### config.mk
export PLATFORM = sky130hd
export DESIGN_NAME = cubic_spline_path_evaluator
export DESIGN_NICKNAME = d
export VERILOG_FILES = /design/src/hdl/cspe_pkg.sv /design/src/hdl/cspe_regs.sv /design/src/hdl/cspe_dp.sv /design/src/hdl/cspe_ctrl.sv /design/src/hdl/cubic_spline_path_evaluator.sv
export SDC_FILE = /design/constraint.sdc
export NUM_CORES = 2
export LEC_CHECK = 0
export ABC_AREA = 1
export BUFFER_PORTS_ARGS = -buffer_cell sky130_fd_sc_hd__buf_2
export CAP_MARGIN = 15
export CELL_PAD_IN_SITES_DETAIL_PLACEMENT = 0
export CELL_PAD_IN_SITES_GLOBAL_PLACEMENT = 1
export CORE_MARGIN = 5
export CORE_UTILIZATION = 45
export CTS_BUF_LIST = sky130_fd_sc_hd__clkbuf_4 sky130_fd_sc_hd__clkbuf_8
export DETAILED_ROUTE_END_ITERATION = 6
export PLACE_DENSITY_LB_ADDON = 0.3
export SLEW_MARGIN = 20
export SYNTH_ARGS = -nofsm -noshare
export SYNTH_HDL_FRONTEND = slang
export SYNTH_SLANG_ARGS = --single-unit
### constraint.sdc
create_clock -name i_clk -period 12.6 [get_ports i_clk]
set_clock_uncertainty 0.2 [all_clocks]
set_input_delay 0.63 -clock i_clk [delete_from_list [all_inputs] [get_ports i_clk]]
set_output_delay 0.63 -clock i_clk [all_outputs]
set_load 0.005 [all_outputs]
### src/hdl/cspe_pkg.sv
// ----------------------------------------------------------------------------
// cspe_pkg
// Shared types and constants for the cubic spline path evaluator.
// ----------------------------------------------------------------------------
`default_nettype none

package cspe_pkg;

    localparam int COORD_WIDTH_DEF     = 16;
    localparam int PHASE_FRAC_BITS_DEF = 16;

    // Fixed field widths
    localparam int STEP_W   = 24;
    localparam int TIME_W   = 32;
    localparam int PT_W     = 48;
    localparam int CRD_W    = 16;
    localparam int IN_DW    = 24;
    localparam int OUT_DW   = 64;
    localparam int APB_AW   = 6;
    localparam int APB_DW   = 64;

    // Horner datapath widths
    localparam int EXTRA_W  = 16;
    localparam int COEF_W   = 20;
    localparam int H_W      = 38;
    localparam int HL_W     = 19;

    // Register indexes
    localparam logic [2:0] REG_MODE   = 3'd0;
    localparam logic [2:0] REG_PERIOD = 3'd1;
    localparam logic [2:0] REG_PT0    = 3'd2;
    localparam logic [2:0] REG_PT1    = 3'd3;
    localparam logic [2:0] REG_PT2    = 3'd4;
    localparam logic [2:0] REG_PT3    = 3'd5;

    localparam logic [TIME_W-1:0] PERIOD_RST = 32'h0001_0000;

    localparam logic MODE_CATMULL = 1'b0;
    localparam logic MODE_BEZIER  = 1'b1;

    localparam logic [1:0] AXIS_X = 2'd0;
    localparam logic [1:0] AXIS_Y = 2'd1;
    localparam logic [1:0] AXIS_Z = 2'd2;

    // Horner steps after the leading coefficient
    localparam logic [1:0] HSTEP_A2 = 2'd0;
    localparam logic [1:0] HSTEP_A1 = 2'd1;
    localparam logic [1:0] HSTEP_A0 = 2'd2;

    typedef enum logic [2:0] {
        S_IDLE,
        S_DIV,
        S_INIT,
        S_MLO,
        S_MHI,
        S_ACC,
        S_RND,
        S_OUT
    } t_state;

    typedef struct packed {
        logic       load;
        logic       div_step;
        logic       init;
        logic       mul_lo;
        logic       mul_hi;
        logic       acc;
        logic       rnd;
        logic       out_load;
        logic [1:0] axis;
        logic [1:0] step;
    } t_cmd;

endpackage

`default_nettype wire

### src/hdl/cspe_regs.sv
// ----------------------------------------------------------------------------
// cspe_regs
// APB register file: curve mode, segment period and four control points.
// ----------------------------------------------------------------------------
`default_nettype none

module cspe_regs
    import cspe_pkg::*;
(
    input  wire                 i_clk,
    input  wire                 i_rst_n,
    input  wire                 psel,
    input  wire                 penable,
    input  wire                 pwrite,
    input  wire [APB_AW-1:0]    paddr,
    input  wire [APB_DW-1:0]    pwdata,
    output logic [APB_DW-1:0]   prdata,
    output logic                pready,
    output logic                o_mode,
    output logic [TIME_W-1:0]   o_period,
    output logic [PT_W-1:0]     o_pt0,
    output logic [PT_W-1:0]     o_pt1,
    output logic [PT_W-1:0]     o_pt2,
    output logic [PT_W-1:0]     o_pt3
);

    logic       r_mode;
    logic [TIME_W-1:0] r_period;
    logic [PT_W-1:0]   r_pt0, r_pt1, r_pt2, r_pt3;
    logic       wr_en;
    logic [2:0] idx;

    assign pready = 1'b1;
    assign wr_en  = psel & penable & pwrite;
    assign idx    = paddr[APB_AW-1:3];

    always_ff @(posedge i_clk) begin
        if (!i_rst_n) begin
            r_mode   <= MODE_CATMULL;
            r_period <= PERIOD_RST;
            r_pt0    <= '0;
            r_pt1    <= '0;
            r_pt2    <= '0;
            r_pt3    <= '0;
        end else if (wr_en) begin
            unique case (idx)
                REG_MODE:   r_mode   <= pwdata[0];
                REG_PERIOD: r_period <= pwdata[TIME_W-1:0];
                REG_PT0:    r_pt0    <= pwdata[PT_W-1:0];
                REG_PT1:    r_pt1    <= pwdata[PT_W-1:0];
                REG_PT2:    r_pt2    <= pwdata[PT_W-1:0];
                REG_PT3:    r_pt3    <= pwdata[PT_W-1:0];
                default: ;
            endcase
        end
    end

    always_comb begin
        unique case (idx)
            REG_MODE:   prdata = {{(APB_DW-1){1'b0}}, r_mode};
            REG_PERIOD: prdata = {{(APB_DW-TIME_W){1'b0}}, r_period};
            REG_PT0:    prdata = {{(APB_DW-PT_W){1'b0}}, r_pt0};
            REG_PT1:    prdata = {{(APB_DW-PT_W){1'b0}}, r_pt1};
            REG_PT2:    prdata = {{(APB_DW-PT_W){1'b0}}, r_pt2};
            REG_PT3:    prdata = {{(APB_DW-PT_W){1'b0}}, r_pt3};
            default:    prdata = '0;
        endcase
    end

    assign o_mode   = r_mode;
    assign o_period = r_period;
    assign o_pt0    = r_pt0;
    assign o_pt1    = r_pt1;
    assign o_pt2    = r_pt2;
    assign o_pt3    = r_pt3;

endmodule

`default_nettype wire

### src/hdl/cspe_dp.sv
// ----------------------------------------------------------------------------
// cspe_dp
// Datapath: segment timer, restoring divider, shared Horner multiplier,
// rounding/saturation and the output word register.
// ----------------------------------------------------------------------------
`default_nettype none

module cspe_dp
    import cspe_pkg::*;
#(
    parameter int COORD_WIDTH     = COORD_WIDTH_DEF,
    parameter int PHASE_FRAC_BITS = PHASE_FRAC_BITS_DEF
) (
    input  wire                 i_clk,
    input  wire                 i_rst_n,
    input  t_cmd                i_cmd,
    input  wire [STEP_W-1:0]    i_time_step,
    input  wire                 i_mode,
    input  wire [TIME_W-1:0]    i_period,
    input  wire [PT_W-1:0]      i_pt0,
    input  wire [PT_W-1:0]      i_pt1,
    input  wire [PT_W-1:0]      i_pt2,
    input  wire [PT_W-1:0]      i_pt3,
    output logic [OUT_DW-1:0]   o_tdata
);

    localparam int PFB  = PHASE_FRAC_BITS;
    localparam int HH_W = H_W - HL_W;
    localparam int P_W  = H_W + PFB + 1;
    localparam longint SAT_HI = (64'sd1 <<< (COORD_WIDTH - 1)) - 64'sd1;
    localparam longint SAT_LO = -SAT_HI - 64'sd1;

    logic [TIME_W-1:0]          r_elapsed, r_rem;
    logic [PFB-1:0]             r_quot;
    logic signed [H_W-1:0]      r_h;
    logic [HL_W+PFB-1:0]        r_plo;
    logic signed [HH_W+PFB:0]   r_phi;
    logic signed [CRD_W-1:0]    r_px, r_py, r_pz;
    logic [OUT_DW-1:0]          r_tdata;

    logic [TIME_W:0]            sum, rem2, rem_sub;
    logic [TIME_W-1:0]          n_elapsed;
    logic                       q_bit;
    logic signed [CRD_W-1:0]    p0, p1, p2, p3;
    logic signed [COEF_W-1:0]   e0, e1, e2, e3, a0, a1, a2, a3, c_sel;
    logic signed [P_W-1:0]      full;
    logic signed [P_W-1:0]      shifted;
    logic signed [H_W-1:0]      c_ext, lead_ext, rnd_sum, rnd_res;
    logic signed [63:0]         res64;
    logic signed [CRD_W-1:0]    sat;
    logic [15:0]                phase16;

    // Timer and divider
    always_comb begin
        sum       = {1'b0, r_elapsed} + {{(TIME_W + 1 - STEP_W){1'b0}}, i_time_step};
        n_elapsed = (sum >= {1'b0, i_period}) ? '0 : sum[TIME_W-1:0];
        rem2      = {r_rem, 1'b0};
        rem_sub   = rem2 - {1'b0, i_period};
        q_bit     = (i_period != '0) && (rem2 >= {1'b0, i_period});
    end

    // Coordinates of the current axis and curve coefficients
    always_comb begin
        unique case (i_cmd.axis)
            AXIS_Y: begin
                p0 = i_pt0[31:16]; p1 = i_pt1[31:16];
                p2 = i_pt2[31:16]; p3 = i_pt3[31:16];
            end
            AXIS_Z: begin
                p0 = i_pt0[47:32]; p1 = i_pt1[47:32];
                p2 = i_pt2[47:32]; p3 = i_pt3[47:32];
            end
            default: begin
                p0 = i_pt0[15:0]; p1 = i_pt1[15:0];
                p2 = i_pt2[15:0]; p3 = i_pt3[15:0];
            end
        endcase
        e0 = COEF_W'(p0);
        e1 = COEF_W'(p1);
        e2 = COEF_W'(p2);
        e3 = COEF_W'(p3);
        a3 = -e0 + (e1 <<< 1) + e1 - (e2 <<< 1) - e2 + e3;
        if (i_mode == MODE_BEZIER) begin
            a0 = e0;
            a1 = (e1 <<< 1) + e1 - (e0 <<< 1) - e0;
            a2 = (e0 <<< 1) + e0 - (e1 <<< 2) - (e1 <<< 1) + (e2 <<< 1) + e2;
        end else begin
            a0 = e1 <<< 1;
            a1 = e2 - e0;
            a2 = (e0 <<< 1) - (e1 <<< 2) - e1 + (e2 <<< 2) - e3;
        end
        unique case (i_cmd.step)
            HSTEP_A2: c_sel = a2;
            HSTEP_A1: c_sel = a1;
            default:  c_sel = a0;
        endcase
    end

    // Horner accumulate: floor(h * t) + coefficient
    always_comb begin
        c_ext    = {{(H_W - COEF_W - EXTRA_W){c_sel[COEF_W-1]}}, c_sel, {EXTRA_W{1'b0}}};
        lead_ext = {{(H_W - COEF_W - EXTRA_W){a3[COEF_W-1]}}, a3, {EXTRA_W{1'b0}}};
        full     = $signed({r_phi, {HL_W{1'b0}}}) + $signed({{(HH_W + 1){1'b0}}, r_plo});
        shifted  = full >>> PFB;
    end

    // Round half up to Q8.8, then saturate
    always_comb begin
        if (i_mode == MODE_BEZIER) begin
            rnd_sum = r_h + (H_W'(1) <<< (EXTRA_W - 1));
            rnd_res = rnd_sum >>> EXTRA_W;
        end else begin
            rnd_sum = r_h + (H_W'(1) <<< EXTRA_W);
            rnd_res = rnd_sum >>> (EXTRA_W + 1);
        end
        res64 = {{(64 - H_W){rnd_res[H_W-1]}}, rnd_res};
        if (res64 > SAT_HI)
            sat = CRD_W'(SAT_HI);
        else if (res64 < SAT_LO)
            sat = CRD_W'(SAT_LO);
        else
            sat = res64[CRD_W-1:0];
    end

    generate
        if (PFB >= 16) begin : g_ph_dn
            assign phase16 = r_quot[PFB-1 -: 16];
        end else begin : g_ph_up
            assign phase16 = {r_quot, {(16 - PFB){1'b0}}};
        end
    endgenerate

    always_ff @(posedge i_clk) begin
        if (!i_rst_n) begin
            r_elapsed <= '0;
        end else if (i_cmd.load) begin
            r_elapsed <= n_elapsed;
        end
    end

    always_ff @(posedge i_clk) begin
        if (i_cmd.load) begin
            r_rem  <= n_elapsed;
            r_quot <= '0;
        end else if (i_cmd.div_step) begin
            r_rem  <= q_bit ? rem_sub[TIME_W-1:0] : rem2[TIME_W-1:0];
            r_quot <= {r_quot[PFB-2:0], q_bit};
        end
        if (i_cmd.init)
            r_h <= lead_ext;
        else if (i_cmd.acc)
            r_h <= shifted[H_W-1:0] + c_ext;
        if (i_cmd.mul_lo)
            r_plo <= r_h[HL_W-1:0] * r_quot;
        if (i_cmd.mul_hi)
            r_phi <= $signed(r_h[H_W-1:HL_W]) * $signed({1'b0, r_quot});
        if (i_cmd.rnd) begin
            unique case (i_cmd.axis)
                AXIS_Y:  r_py <= sat;
                AXIS_Z:  r_pz <= sat;
                default: r_px <= sat;
            endcase
        end
        if (i_cmd.out_load)
            r_tdata <= {phase16, r_pz, r_py, r_px};
    end

    assign o_tdata = r_tdata;

endmodule

`default_nettype wire

### src/hdl/cspe_ctrl.sv
// ----------------------------------------------------------------------------
// cspe_ctrl
// Controller: sequences timer update, division, Horner steps per axis and
// the output handshake.
// ----------------------------------------------------------------------------
`default_nettype none

module cspe_ctrl
    import cspe_pkg::*;
#(
    parameter int PHASE_FRAC_BITS = PHASE_FRAC_BITS_DEF
) (
    input  wire     i_clk,
    input  wire     i_rst_n,
    input  wire     i_s_tvalid,
    output logic    o_s_tready,
    output logic    o_m_tvalid,
    input  wire     i_m_tready,
    output t_cmd    o_cmd
);

    localparam int CNT_W = $clog2(PHASE_FRAC_BITS);
    localparam logic [CNT_W-1:0] CNT_LAST = CNT_W'(PHASE_FRAC_BITS - 1);

    t_state r_state, n_state;
    logic [CNT_W-1:0] r_cnt, n_cnt;
    logic [1:0] r_axis, n_axis, r_step, n_step;
    logic r_mvalid, n_mvalid;

    always_ff @(posedge i_clk) begin
        if (!i_rst_n) begin
            r_state  <= S_IDLE;
            r_cnt    <= '0;
            r_axis   <= AXIS_X;
            r_step   <= HSTEP_A2;
            r_mvalid <= 1'b0;
        end else begin
            r_state  <= n_state;
            r_cnt    <= n_cnt;
            r_axis   <= n_axis;
            r_step   <= n_step;
            r_mvalid <= n_mvalid;
        end
    end

    always_comb begin
        n_state  = r_state;
        n_cnt    = r_cnt;
        n_axis   = r_axis;
        n_step   = r_step;
        n_mvalid = r_mvalid && !i_m_tready;
        o_cmd    = '0;
        o_cmd.axis = r_axis;
        o_cmd.step = r_step;
        o_s_tready = 1'b0;
        unique case (r_state)
            S_IDLE: begin
                o_s_tready = 1'b1;
                if (i_s_tvalid) begin
                    o_cmd.load = 1'b1;
                    n_cnt      = '0;
                    n_state    = S_DIV;
                end
            end
            S_DIV: begin
                o_cmd.div_step = 1'b1;
                n_cnt = r_cnt + 1'b1;
                if (r_cnt == CNT_LAST) begin
                    n_axis  = AXIS_X;
                    n_state = S_INIT;
                end
            end
            S_INIT: begin
                o_cmd.init = 1'b1;
                n_step  = HSTEP_A2;
                n_state = S_MLO;
            end
            S_MLO: begin
                o_cmd.mul_lo = 1'b1;
                n_state = S_MHI;
            end
            S_MHI: begin
                o_cmd.mul_hi = 1'b1;
                n_state = S_ACC;
            end
            S_ACC: begin
                o_cmd.acc = 1'b1;
                if (r_step == HSTEP_A0) begin
                    n_state = S_RND;
                end else begin
                    n_step  = r_step + 1'b1;
                    n_state = S_MLO;
                end
            end
            S_RND: begin
                o_cmd.rnd = 1'b1;
                if (r_axis == AXIS_Z) begin
                    n_state = S_OUT;
                end else begin
                    n_axis  = r_axis + 1'b1;
                    n_state = S_INIT;
                end
            end
            S_OUT: begin
                // hold the finished word until the output register frees up
                if (!r_mvalid || i_m_tready) begin
                    o_cmd.out_load = 1'b1;
                    n_mvalid       = 1'b1;
                    n_state        = S_IDLE;
                end
            end
            default: n_state = S_IDLE;
        endcase
    end

    assign o_m_tvalid = r_mvalid;

    a_accept_starts_div: assert property (@(posedge i_clk) disable iff (!i_rst_n)
        (i_s_tvalid && o_s_tready) |=> (r_state == S_DIV))
        else $error("accepted word did not start division");

    a_out_no_overwrite: assert property (@(posedge i_clk) disable iff (!i_rst_n)
        (r_state == S_OUT && r_mvalid && !i_m_tready) |=> (r_state == S_OUT && r_mvalid))
        else $error("output word overwritten while stalled");

    a_axis_range: assert property (@(posedge i_clk) disable iff (!i_rst_n)
        (r_axis == AXIS_X || r_axis == AXIS_Y || r_axis == AXIS_Z))
        else $error("axis counter out of range");

    a_step_range: assert property (@(posedge i_clk) disable iff (!i_rst_n)
        (r_state == S_ACC) |-> (r_step == HSTEP_A2 || r_step == HSTEP_A1 ||
                               r_step == HSTEP_A0))
        else $error("Horner step out of range");

    a_load_after_round: assert property (@(posedge i_clk) disable iff (!i_rst_n)
        o_cmd.out_load |-> ($past(r_state) == S_RND || $past(r_state) == S_OUT))
        else $error("output loaded before all axes rounded");

endmodule

`default_nettype wire

### src/hdl/cubic_spline_path_evaluator.sv
// ----------------------------------------------------------------------------
// cubic_spline_path_evaluator
// Segment timer plus Catmull-Rom / Bezier cubic evaluation in x, y and z.
// ----------------------------------------------------------------------------
// One tick word is taken at a time. After its acceptance the timer updates
// on the accepting edge, then the block runs one restoring-division step
// per phase bit, then per axis one load step, three Horner steps (each a
// low-half multiply, a high-half multiply and an accumulate on the shared
// multiplier) and one rounding step, and last it loads the output register
// once that register is free. The next tick word is accepted while the
// previous result still waits on the output side.
`default_nettype none

module cubic_spline_path_evaluator
    import cspe_pkg::*;
#(
    parameter int COORD_WIDTH     = COORD_WIDTH_DEF,
    parameter int PHASE_FRAC_BITS = PHASE_FRAC_BITS_DEF
) (
    input  wire                 i_clk,
    input  wire                 i_rst_n,
    input  wire                 i_s_tvalid,
    output logic                o_s_tready,
    input  wire [IN_DW-1:0]     i_s_tdata,    // [23:0] time_step
    output logic                o_m_tvalid,
    input  wire                 i_m_tready,
    output logic [OUT_DW-1:0]   o_m_tdata,    // pos_x, pos_y, pos_z, phase
    input  wire                 psel,
    input  wire                 penable,
    input  wire                 pwrite,
    input  wire [APB_AW-1:0]    paddr,
    input  wire [APB_DW-1:0]    pwdata,
    output logic [APB_DW-1:0]   prdata,
    output logic                pready
);

    t_cmd              cmd;
    logic              mode;
    logic [TIME_W-1:0] period;
    logic [PT_W-1:0]   pt0, pt1, pt2, pt3;

    cspe_regs u_regs (
        .i_clk    (i_clk),
        .i_rst_n  (i_rst_n),
        .psel     (psel),
        .penable  (penable),
        .pwrite   (pwrite),
        .paddr    (paddr),
        .pwdata   (pwdata),
        .prdata   (prdata),
        .pready   (pready),
        .o_mode   (mode),
        .o_period (period),
        .o_pt0    (pt0),
        .o_pt1    (pt1),
        .o_pt2    (pt2),
        .o_pt3    (pt3)
    );

    cspe_ctrl #(
        .PHASE_FRAC_BITS (PHASE_FRAC_BITS)
    ) u_ctrl (
        .i_clk      (i_clk),
        .i_rst_n    (i_rst_n),
        .i_s_tvalid (i_s_tvalid),
        .o_s_tready (o_s_tready),
        .o_m_tvalid (o_m_tvalid),
        .i_m_tready (i_m_tready),
        .o_cmd      (cmd)
    );

    cspe_dp #(
        .COORD_WIDTH     (COORD_WIDTH),
        .PHASE_FRAC_BITS (PHASE_FRAC_BITS)
    ) u_dp (
        .i_clk       (i_clk),
        .i_rst_n     (i_rst_n),
        .i_cmd       (cmd),
        .i_time_step (i_s_tdata[STEP_W-1:0]),
        .i_mode      (mode),
        .i_period    (period),
        .i_pt0       (pt0),
        .i_pt1       (pt1),
        .i_pt2       (pt2),
        .i_pt3       (pt3),
        .o_tdata     (o_m_tdata)
    );

endmodule

`default_nettype wire
==> impl_metrics.env <==
export IMPL_syn_inst=7599
export IMPL_worstSetupPathType="register to register"
export IMPL_required_ps=12860
export IMPL_vias_per_cell=5.44
export IMPL_synth_area_um2=59800
export IMPL_layout_common_cells="nand2_1, inv_1, fa_1"
export IMPL_dpl_hpwl_um=151000
export IMPL_fp_dieH_um=374
export IMPL_first_global_vias=52300
export IMPL_cts_tree="built"
export IMPL_cpMaxStageDelayCell="o21ai_1"
export IMPL_yosysSeqAreaShare_pct=21.1
export IMPL_wl_per_cell_um=20.7
export IMPL_yosys_area_top_type_share_pct=23.5
export IMPL_rsz0062_at_grt="false"
export IMPL_slew_headroom_pct=25.0
export IMPL_fin_tns_setup_ps=0
export IMPL_areaGrowthSynthToFinish_pct=9.05
export IMPL_start_util_pct=45.4
export IMPL_critPathMaxFanout=25
export IMPL_drtPass1Iterations=6
export IMPL_grt_pass1_wl_um=307000
export IMPL_drtIter0Drc=4515
export IMPL_numClockSinks=521
export IMPL_clkLatencyLatePin_ps=800
export IMPL_yosysUniqueCellTypes=69
export IMPL_fp_row_count=133
export IMPL_arrival_ps=10000
export IMPL_die_area_um2=140000
export IMPL_final_common_cell="nand2_1"
export IMPL_crit_top_cell="nand2_1"
export IMPL_route_detailed_drc=0
export IMPL_critical_path_startpoint_type="register"
export IMPL_cp_slowest_stage_delay_ps=640
export IMPL_synth_top_cell_by_area="fa_1"
export IMPL_numCtsBuffers=92
export IMPL_antenna_found_initial=3
export IMPL_synth_main_ff_cell="dfxtp_1"
export IMPL_core_area_um2=132000
export IMPL_clk_path_buf_depth=3
export IMPL_h_tree_depth=3
export IMPL_clkTransAtPathRegs_ps=70
export IMPL_final_nets=9021
export IMPL_drv_slew=0
export IMPL_endpoint_kind="register"
export IMPL_port_buffers=195
export IMPL_grt_overflow=0
export IMPL_vias=52100
export IMPL_hold_viol_final=0
export IMPL_yosys_warnings=0
export IMPL_grtUsageTotal_pct=27.8
export IMPL_max_cap_violations=0
export IMPL_ys_ff_latch=521
export IMPL_drt_wl_total_um=198000
export IMPL_synthArstFlopShare_pct=0
export IMPL_setup_viol=0
export IMPL_ant_nets=0
export IMPL_die_w_um=374
export IMPL_cts_resized=0
export IMPL_fin_crit_sh_pct=77.3
export IMPL_clock_fmax_mhz=103
export IMPL_status="finished clean"
export IMPL_synth_edf_count=220
export IMPL_cts_root_buf="clkbuf_8"
export IMPL_routabilityCongestion=0.965
export IMPL_ys_top_cells_by_area="fa_1, edfxtp_1, dfxtp_1"
export IMPL_period_minus_slack_ps=9740
export IMPL_min_path_type="input port to register"
export IMPL_postSynthAreaPerCell_um2=7.87
export IMPL_io_pins=232
export IMPL_grt_max_degree=121
export IMPL_tightest_slew_ps=1120
export IMPL_fillCellCount=12900
export IMPL_drive_gt1_share_pct=7.71
## state kept, by name, summed over array words and instances, names as in the netlist
signal / count
u_dp.o_tdata: 64
u_regs.o_pt0: 48
u_regs.o_pt1: 48
u_regs.o_pt2: 48
u_regs.o_pt3: 48
u_dp.r_h: 38
u_dp.r_phi: 35
u_dp.r_elapsed: 32
u_dp.r_rem: 32
u_regs.o_period: 32
u_dp.r_plo: 19
u_dp.phase16: 16
u_dp.r_px: 16
u_dp.r_py: 16
u_dp.r_pz: 16
u_ctrl.r_cnt: 4
u_ctrl.r_state: 3
u_ctrl.r_axis: 2
u_ctrl.r_step: 2
u_ctrl.o_m_tvalid: 1
u_regs.o_mode: 1
## cells in the mapped netlist, drive strengths merged, types with 40 or more instances
master / number
fa: 701
edfxtp: 220
xor2: 145
clkbuf: 259
nand3: 168
a221oi: 40
nand4: 79
dfxtp: 301
nand2: 1490
a21oi: 484
buf: 77
o21ai: 637
a221o: 52
inv: 1401
ha: 476
nor3: 53
nor2: 637
xnor2: 89
## kinds of logic after synthesis
logic type | count (synthesis) | share of synthesized area [%]
and+or+nand+nor | 2476 | 16.9
buffers and inverters | 1742 | 11.2
AOI/OAI and AO/OA | 1447 | 13.9
adders and majority gates | 1177 | 33.4
DFF | 521 | 21.1
xor gates and xnor gates | 234 | 3.44
other | 2 | 0.0126
## final cells by class
type                    count  area [um2]  share of cell area [%]
diodes                      4        10.0                  0.0154
clock buffers             138        1660                    2.55
clock inverters            34         362                   0.555
inverters                1406        5280                    8.10
multi-input cells        5351       40600                    62.3
flip-flops and latches    521       12700                    19.4
well taps                1755        2200                    3.37
repair buffers            371        2440                    3.74
## through the flow
stage | area [um2] | util, % | cells | hold slack [ps] | setup slack [ps]
2_1_floorplan | 59800 | - | 7614 | 200 | 4310
6_report | 65200 | 49.5 | 9580 | 92.0 | 2860
3_5_place_dp | 62600 | 47.5 | 9350 | 205 | 3100
4_1_cts | 65200 | 49.5 | 9576 | 17.9 | 2970
5_1_grt | 65200 | 49.5 | 9578 | 120 | 2150
3_3_place_gp | 62600 | 47.5 | 9350 | 203 | 3110
## path summary, 6_finish.rpt
| kind | from | depth (start not counted) | to | slack [ps] |
|---|---|---|---|---|
| max | u_ctrl.r_axis[0]$_SDFFE_PN0P_ | 42 | u_dp.r_h[37]$_DFFE_PP_ | 2860 |
| min | paddr[4] | 5 | u_regs.o_pt3[0]$_SDFFE_PN0P_ | 90 |
| max reg2reg | u_ctrl.r_axis[0]$_SDFFE_PN0P_ | 42 | u_dp.r_h[37]$_DFFE_PP_ | 2860 |
| min reg2reg | u_dp.r_py[5]$_DFFE_PP_ | 0 | u_dp.o_tdata[21]$_DFFE_PP_ | 220 |
## what timing repair did
action / CTS / global route
hold buffers: 54 / 0
endpoints found under the setup margin: 0 / 0
setup buffers: 0 / 0
endpoints found under the hold margin: 221 / 0
## routing by layer
| layer | share of wire (%) | vias to the layer above | wire length [um] | track usage (%) |
|---|---|---|---|---|
| met5 | 0 | - | 0 | 0 |
| met3 | 7.5 | 271 | 14800 | 4.51 |
| met4 | 2.8 | 0 | 5570 | 7.48 |
| li1 | - | 24500 | - | - |
| met1 | 45 | 25500 | 88100 | 39.2 |
| met2 | 45 | 1859 | 89500 | 44.7 |
## critical path, delay by kind of cell, from the launching register on
| kind | cells | cell delay [ps] |
|---|---|---|
| AOI/OAI and AO/OA | 11 | 2650 |
| buffers and inverters | 7 | 1130 |
| and+or+nand+nor | 16 | 1930 |
| DFF | 1 | 340 |
| xor gates and xnor gates | 1 | 210 |
| adders and majority gates | 7 | 2920 |
Power is left out: the tool's default activity adds up to more than one toggle a clock period on the data nets, which glitch-free logic cannot reach.
